$ cat src/pmdg_pkg.sv
// ----------------------------------------------------------------------------
// pmdg_pkg: shared types and constants for the point-mass derivative block
// Request and result structs, register indexes, reset values and the
// stage counts that set the pipeline's fixed latency.
// ----------------------------------------------------------------------------
package pmdg_pkg;

	// Iterative units, one step per pipeline stage.
	localparam int SQRT_STAGES  = 32;
	localparam int DIV_STEPS    = 75;
	localparam int ACC_STEPS    = 32;

	// Front stages up to the lane numerators, then alignment to the square root.
	localparam int FRONT_STAGES = 9;
	localparam int ALIGN_DEPTH  = 3 + SQRT_STAGES - FRONT_STAGES;
	localparam int POST_DEPTH   = ACC_STEPS + 1;
	localparam int LATENCY      = FRONT_STAGES + ALIGN_DEPTH + DIV_STEPS + 1 + POST_DEPTH + 1;

	// Configuration register indexes and reset values.
	localparam logic [1:0]  REG_GRAVITY   = 2'd0;
	localparam logic [1:0]  REG_DENSITY   = 2'd1;
	localparam logic [31:0] GRAVITY_RESET = 32'd642690;
	localparam logic [31:0] DENSITY_RESET = 32'd20552090;

	typedef struct packed {
		logic signed [31:0] vel_x;
		logic signed [31:0] vel_y;
		logic signed [31:0] vel_z;
		logic [31:0]        air_density;
		logic [31:0]        mass;
		logic [15:0]        drag_coef;
		logic [31:0]        ref_area;
	} req_t;

	typedef struct packed {
		logic signed [31:0] accel_x;
		logic signed [31:0] accel_y;
		logic signed [31:0] accel_z;
		logic signed [47:0] force_x;
		logic signed [47:0] force_y;
		logic signed [47:0] force_z;
		logic [47:0]        dyn_pressure;
		logic               mass_fault;
	} rsp_t;

	// Per-request values that ride alongside the arithmetic.
	typedef struct packed {
		logic [2:0]  vneg;
		logic [31:0] mass;
		logic [47:0] grav;
		logic        area_nz;
		logic        fault;
		logic [47:0] dynp;
	} side_t;

	// Total force per axis after gravity is merged in.
	typedef struct packed {
		logic [2:0]       fneg;
		logic [2:0][75:0] fmag;
		logic [31:0]      mass;
		logic             fault;
		logic [47:0]      dynp;
	} post_t;

endpackage

$ cat src/pmdg_accel_lane.sv
// ----------------------------------------------------------------------------
// pmdg_accel_lane: one axis of force divided by mass
// Flags quotients of 32 bits or more up front, then finds the low 32
// quotient bits with a pipelined restoring divider.
// ----------------------------------------------------------------------------
module pmdg_accel_lane (
	input  logic        clk,
	input  logic [75:0] fmag,
	input  logic [31:0] mass,
	output logic [31:0] quo,
	output logic        ovf
);

	logic [31:0] rem_s1, low_s1, mass_s1;
	logic        ovf_s1;
	logic [31:0] rem_q  [pmdg_pkg::ACC_STEPS];
	logic [31:0] low_q  [pmdg_pkg::ACC_STEPS];
	logic [31:0] quo_q  [pmdg_pkg::ACC_STEPS];
	logic [31:0] mass_q [pmdg_pkg::ACC_STEPS];
	logic        ovf_q  [pmdg_pkg::ACC_STEPS];
	logic [31:0] rem_d  [pmdg_pkg::ACC_STEPS];
	logic [31:0] low_d  [pmdg_pkg::ACC_STEPS];
	logic [31:0] quo_d  [pmdg_pkg::ACC_STEPS];

	// Setup stage: the numerator is force shifted up by 16 bits.
	always_ff @(posedge clk) begin
		ovf_s1  <= (fmag[75:16] >= {28'd0, mass});
		rem_s1  <= fmag[47:16];
		low_s1  <= {fmag[15:0], 16'd0};
		mass_s1 <= mass;
	end

	// One quotient bit per stage.
	always_comb begin
		logic [31:0] remi, lowi, quoi, mi;
		logic [32:0] r2;
		logic        ge;
		for (int k = 0; k < pmdg_pkg::ACC_STEPS; k++) begin
			remi     = (k == 0) ? rem_s1 : rem_q[(k == 0) ? 0 : k - 1];
			lowi     = (k == 0) ? low_s1 : low_q[(k == 0) ? 0 : k - 1];
			quoi     = (k == 0) ? 32'd0 : quo_q[(k == 0) ? 0 : k - 1];
			mi       = (k == 0) ? mass_s1 : mass_q[(k == 0) ? 0 : k - 1];
			r2       = {remi, lowi[31]};
			ge       = (r2 >= {1'b0, mi});
			rem_d[k] = ge ? 32'(r2 - {1'b0, mi}) : r2[31:0];
			low_d[k] = {lowi[30:0], 1'b0};
			quo_d[k] = {quoi[30:0], ge};
		end
	end

	always_ff @(posedge clk) begin
		for (int k = 0; k < pmdg_pkg::ACC_STEPS; k++) begin
			rem_q[k]  <= rem_d[k];
			low_q[k]  <= low_d[k];
			quo_q[k]  <= quo_d[k];
			mass_q[k] <= (k == 0) ? mass_s1 : mass_q[(k == 0) ? 0 : k - 1];
			ovf_q[k]  <= (k == 0) ? ovf_s1 : ovf_q[(k == 0) ? 0 : k - 1];
		end
	end

	assign quo = quo_q[pmdg_pkg::ACC_STEPS - 1];
	assign ovf = ovf_q[pmdg_pkg::ACC_STEPS - 1];

endmodule

$ cat config.mk
export PLATFORM = sky130hd
export DESIGN_NAME = pmdg_accel_lane
export DESIGN_NICKNAME = d
export VERILOG_FILES = /design/src/pmdg_pkg.sv /design/src/pmdg_accel_lane.sv
export SDC_FILE = /design/constraint.sdc
export NUM_CORES = 2
export LEC_CHECK = 0
export BUFFER_PORTS_ARGS = -buffer_cell sky130_fd_sc_hd__clkbuf_2
export CORE_MARGIN = 10
export CORE_UTILIZATION = 55
export DETAILED_ROUTE_END_ITERATION = 10
export MAX_ROUTING_LAYER = met4
export PLACE_DENSITY = 0.7
export SLEW_MARGIN = 20
export SYNTH_ARGS = -nofsm -noshare
export SYNTH_HDL_FRONTEND = slang
export SYNTH_MEMORY_MAX_BITS = 65536
export SYNTH_SLANG_ARGS = --single-unit
$ cat constraint.sdc
create_clock -name clk -period 3.6 [get_ports clk]
set_input_delay 0.18 -clock clk [delete_from_list [all_inputs] [get_ports clk]]
set_output_delay 0.18 -clock clk [all_outputs]
set_load 0.02 [all_outputs]
==> impl_results.html <==
<table>
<tr><th>Metric</th><th>Value</th></tr>
<tr><th colspan="2">Cells and area</th></tr>
<tr><td>Footprint of the multi-input gates</td><td>between 50000 and 60000 um^2</td></tr>
<tr><td>Fill cell total of the finished layout</td><td>roughly 18000</td></tr>
<tr><td>Seq. cell area</td><td>~55000 um^2</td></tr>
<tr><td>Share of cells above drive strength 1</td><td>between 10 and 15%</td></tr>
<tr><td>Cell area after layout</td><td>140000 um^2</td></tr>
<tr><td>Area growth from synthesis to final layout</td><td>16.8%</td></tr>
<tr><td>Cell Count, Final, Fillers Out</td><td>between 15000 and 20000</td></tr>
<tr><td>Net count of the finished layout</td><td>roughly 15000</td></tr>
<tr><td>Utilization after layout</td><td>about 64%</td></tr>
<tr><th colspan="2">Floorplanning</th></tr>
<tr><td>DIE AREA</td><td>236000 um^2</td></tr>
<tr><td>Number of standard-cell rows in the floorplan</td><td>around 170</td></tr>
<tr><td>Initial core utilization</td><td>approximately 55%</td></tr>
<tr><td>Die boundary height</td><td>around 490 um</td></tr>
<tr><td>Die outline width</td><td>486 um</td></tr>
<tr><td>Total core area</td><td>approximately 220000 um^2</td></tr>
<tr><td>Io pins</td><td>~140</td></tr>
<tr><th colspan="2">Logic synthesis</th></tr>
<tr><td>Cells after Synth</td><td>12576</td></tr>
<tr><td>Post-synth cell types</td><td>between 100 and 150</td></tr>
<tr><td>#FFs+latches synth</td><td>approximately 2700</td></tr>
<tr><td>Post-synth top area share</td><td>46.0%</td></tr>
<tr><td>Async set or reset register ratio after synthesis</td><td>0%</td></tr>
<tr><td>Synth top area cells</td><td>sky130_fd_sc_hd__dfxtp_1, sky130_fd_sc_hd__ha_1, sky130_fd_sc_hd__inv_1</td></tr>
<tr><td>Number of synthesized flops with an enable pin</td><td>0</td></tr>
<tr><td>Flip-flop cell with the highest count after synthesis</td><td>sky130_fd_sc_hd__dfxtp_1</td></tr>
<tr><td>Most frequent cell after synthesis</td><td>sky130_fd_sc_hd__dfxtp_1</td></tr>
<tr><td>Average cell area after synthesis</td><td>9.51 um^2</td></tr>
<tr><td>Post-synthesis sequential area ratio</td><td>between 40% and 50%</td></tr>
<tr><td>Area of the mapped netlist</td><td>about 120000 um^2</td></tr>
<tr><td>Syn. warnings</td><td>0</td></tr>
<tr><td>Synth top cells by count</td><td>sky130_fd_sc_hd__dfxtp_1, sky130_fd_sc_hd__inv_1, sky130_fd_sc_hd__ha_1</td></tr>
<tr><td>Area leader, netlist</td><td>sky130_fd_sc_hd__dfxtp_1</td></tr>
<tr><td>Net count of the mapped netlist</td><td>around 14000</td></tr>
<tr><th colspan="2">STA</th></tr>
<tr><td>Worst Hold Margin</td><td>0.0636 ns</td></tr>
<tr><td>Fraction of the cycle the final worst path needs</td><td>approximately 97%</td></tr>
<tr><td>Final setup slack of the worst path</td><td>roughly 0.095 ns</td></tr>
<tr><td>Hold violation count in the final report</td><td>0</td></tr>
<tr><td>Final critical-path required period</td><td>roughly 3.5 ns</td></tr>
<tr><td>Worst max-slew margin expressed relative to the limit</td><td>34.6%</td></tr>
<tr><td>Worst-case clock skew</td><td>between 0.07 and 0.08 ns</td></tr>
<tr><td>Finish-stage setup viols</td><td>0</td></tr>
<tr><td>Count of final max-slew check failures</td><td>0</td></tr>
<tr><td>Total negative slack for setup checks</td><td>0 ns</td></tr>
<tr><td>Transition time at the pin with the least slew margin</td><td>about 0.97 ns</td></tr>
<tr><td>Maximum achievable frequency</td><td>0.285 GHz</td></tr>
<tr><th colspan="2">Placed design</th></tr>
<tr><td>Post-Place Cells</td><td>15681</td></tr>
<tr><td>Minimum setup slack after placement</td><td>-0.117 ns</td></tr>
<tr><td>Routability congestion estimate</td><td>about 0.96</td></tr>
<tr><td>Detailed placer's ending HPWL</td><td>approximately 230000 um</td></tr>
<tr><td>Count of port buffers added during placement</td><td>around 140</td></tr>
<tr><td>Cell area after placement</td><td>126000 um^2</td></tr>
<tr><th colspan="2">Pwr</th></tr>
<tr><td>Power Dens Cells</td><td>1080 nW/um^2</td></tr>
<tr><td>Leak</td><td>~65 nW</td></tr>
<tr><td>Total chip power</td><td>between 150 and 200 mW</td></tr>
<tr><td>Maximum vdd drop</td><td>approximately 900 uV</td></tr>
<tr><th colspan="2">GRT</th></tr>
<tr><td>GRT Total Usage</td><td>between 20% and 30%</td></tr>
<tr><td>Initial antenna violation count</td><td>13</td></tr>
<tr><td>First-pass GRT wire length</td><td>between 400000 and 500000 um</td></tr>
<tr><td>Maximum number of pins on one net before global-route repair</td><td>between 60 and 70</td></tr>
<tr><td>Via count of the first global-routing pass</td><td>between 80000 and 90000</td></tr>
<tr><td>Leftover overflow at the end of global routing</td><td>0</td></tr>
<tr><th colspan="2">Outcome</th></tr>
<tr><td>Violations in the final reports</td><td>design-rule violations</td></tr>
<tr><td>Outcome</td><td>complete, but fails checks</td></tr>
<tr><th colspan="2">Critical path</th></tr>
<tr><td>Endpoint kind of the worst setup timing path</td><td>flip-flop</td></tr>
<tr><td>Critical path class</td><td>reg2reg</td></tr>
<tr><td>Critical path arrival</td><td>4.28 ns</td></tr>
<tr><td>Type of element launching the critical path</td><td>flip-flop</td></tr>
<tr><td>Maximum net fanout on the critical path</td><td>8</td></tr>
<tr><td>Required time of the worst setup path</td><td>~4.4 ns</td></tr>
<tr><td>R2R cell count</td><td>15</td></tr>
<tr><th colspan="2">Clock network</th></tr>
<tr><td>Clock tree from TritonCTS</td><td>built</td></tr>
<tr><td>Maximum buffer depth of the clock tree</td><td>4</td></tr>
<tr><td>Worst-Skew Late Latency</td><td>roughly 0.95 ns</td></tr>
<tr><td>Maximum level of the CTS H-tree</td><td>5</td></tr>
<tr><td>Reg clk slew, reported paths</td><td>about 0.06 ns</td></tr>
<tr><td>Clock tree root buffer cell</td><td>sky130_fd_sc_hd__clkbuf_16</td></tr>
<tr><td>Sink count of the clock tree</td><td>around 2700</td></tr>
<tr><td>TritonCTS Buffers</td><td>between 300 and 400</td></tr>
<tr><th colspan="2">Drt</th></tr>
<tr><td>Number of vias after detailed routing</td><td>approximately 90000</td></tr>
<tr><td>DRC marker count from the first detailed-route iteration</td><td>6422</td></tr>
<tr><td>Drt via density</td><td>around 5.5</td></tr>
<tr><td>Pre-antenna DRT Iters</td><td>10</td></tr>
<tr><td>Detailed Route WL</td><td>about 310000 um</td></tr>
<tr><td>Antenna violation net count after detailed routing</td><td>0</td></tr>
<tr><td>Detailed-route DRC error count</td><td>3</td></tr>
<tr><td>Routed WL per cell</td><td>roughly 19 um</td></tr>
<tr><th colspan="2">Hold path</th></tr>
<tr><td>Hold-critical path depth</td><td>2</td></tr>
<tr><td>Path category of the worst min-delay check</td><td>in2reg</td></tr>
<tr><th colspan="2">Flow run</th></tr>
<tr><td>Max cap viols</td><td>0</td></tr>
</table>
## cell families after synthesis
kind of cell               Yosys count  synth area share [%]
adders and majority gates         1086                  11.6
and+or+nand+nor                   2710                  10.7
buffers and inverters             1583                  5.15
AOI/OAI and AO/OA                 3252                  17.1
xor gates and xnor gates           833                  6.10
DFF                               2745                  46.0
muxes                              367                  3.45
## per-layer routing
metal	vias up	share of wire [%]	global-route usage [%]	routed length, um
met3	573	4.8	3.09	14600
met5	-	0	-	0
met4	0	2.7	6.85	8140
li1	44944	-	-	-
met1	42576	47	33.9	144000
met2	2222	45	40.0	138000
## sequential cells by signal, summed over array words and instances (netlist names)
| register | flops |
|---|---|
| ovf_s1 | 1 |
| rem_q | 992 |
| mass_s1 | 32 |
| low_q | 120 |
| ovf_q | 32 |
| rem_s1 | 32 |
| mass_q | 992 |
| low_s1 | 16 |
| quo_q | 528 |
## worst max-delay path: stages (launching register included)
cell and delay [ns]:
sky130_fd_sc_hd__dfxtp_4 0.36, sky130_fd_sc_hd__inv_1 0.04, sky130_fd_sc_hd__ha_1 0.30, sky130_fd_sc_hd__nor2b_1 0.14, sky130_fd_sc_hd__o21ai_1 0.21, sky130_fd_sc_hd__a21boi_2 0.11
sky130_fd_sc_hd__o31ai_2 0.22, sky130_fd_sc_hd__buf_4 0.16, sky130_fd_sc_hd__a21oi_2 0.07, sky130_fd_sc_hd__o31ai_4 0.33, sky130_fd_sc_hd__o2111ai_2 0.14, sky130_fd_sc_hd__a31o_2 0.29
sky130_fd_sc_hd__o32a_1 0.19, sky130_fd_sc_hd__o32a_4 0.27, sky130_fd_sc_hd__clkbuf_16 0.20, sky130_fd_sc_hd__mux2_2 0.28
## layout by cell type (no fill, tap or decap), drive strengths merged, types with 23 or more instances in the layout
cell         synthesis  routed
dfxtp             2745    2745
inv               1342    1356
ha                1055    1055
a21oi              943     943
nand2              908     908
o21ai              888     888
nor2               637     637
clkbuf             151     543
a21o               500     500
xnor2              475     475
buf                 90     404
xor2               358     358
mux2               339     339
nand3              201     201
nor3               165     165
dlygate4sd3          0     162
nor2b              161     161
nand2b             159     159
nand4              127     127
a31oi              125     125
o21a               123     123
o21bai             108     108
and3               105     105
o31ai               73      73
a211oi              69      69
clkinv               0      58
a21boi              52      52
o211ai              50      50
or2                 48      48
a211o               42      42
or3                 42      42
and2                39      39
bufinv               0      37
nor4                34      34
fa                  31      31
mux2i               28      28
clkinvlp             0      23
a2111oi             23      23
## power breakdown
group | total [mW] | internal [mW] | switching, mW | leakage, nW
Combinational | 73.2 | 33.6 | 39.6 | 37.2
Sequential | 46.5 | 40.6 | 5.86 | 23.1
Clock | 31.3 | 19.0 | 12.2 | 4.93
## path summary, 6_finish.rpt
kind | startpoint | end | slack (ns)
hold / removal | fmag[9] | low_s1[25]$_DFF_P_ | 0.06
hold reg to reg | quo_q[1][103]$_DFF_P_ | quo_q[1][136]$_DFF_P_ | 0.28
setup reg to reg | mass_q[7][1]$_DFF_P_ | rem_q[1][446]$_DFF_P_ | 0.1
setup / recovery | mass_q[7][1]$_DFF_P_ | rem_q[1][446]$_DFF_P_ | 0.1
## area by class of cell
class | instances | share of cell area [%]
flip-flops and latches | 2745 | 39.4
diodes | 11 | 0.0197
repair buffers | 722 | 4.51
inverters | 1342 | 3.61
clock inverters | 132 | 1.27
multi-input cells | 8249 | 42.7
well taps | 2854 | 2.56
clock buffers | 388 | 5.98
## timing repair
item / CTS / global route
gates resized for setup: 21 / 253
cloned: 1 / 19
buffers inserted: 3 / 46
hold buffers: 162 / 0
hold endpoints to repair: 81 / 0
setup endpoints to repair: 157 / 723
pin swaps: 6 / 82
Note: power is estimated with default switching activity, not from simulation.
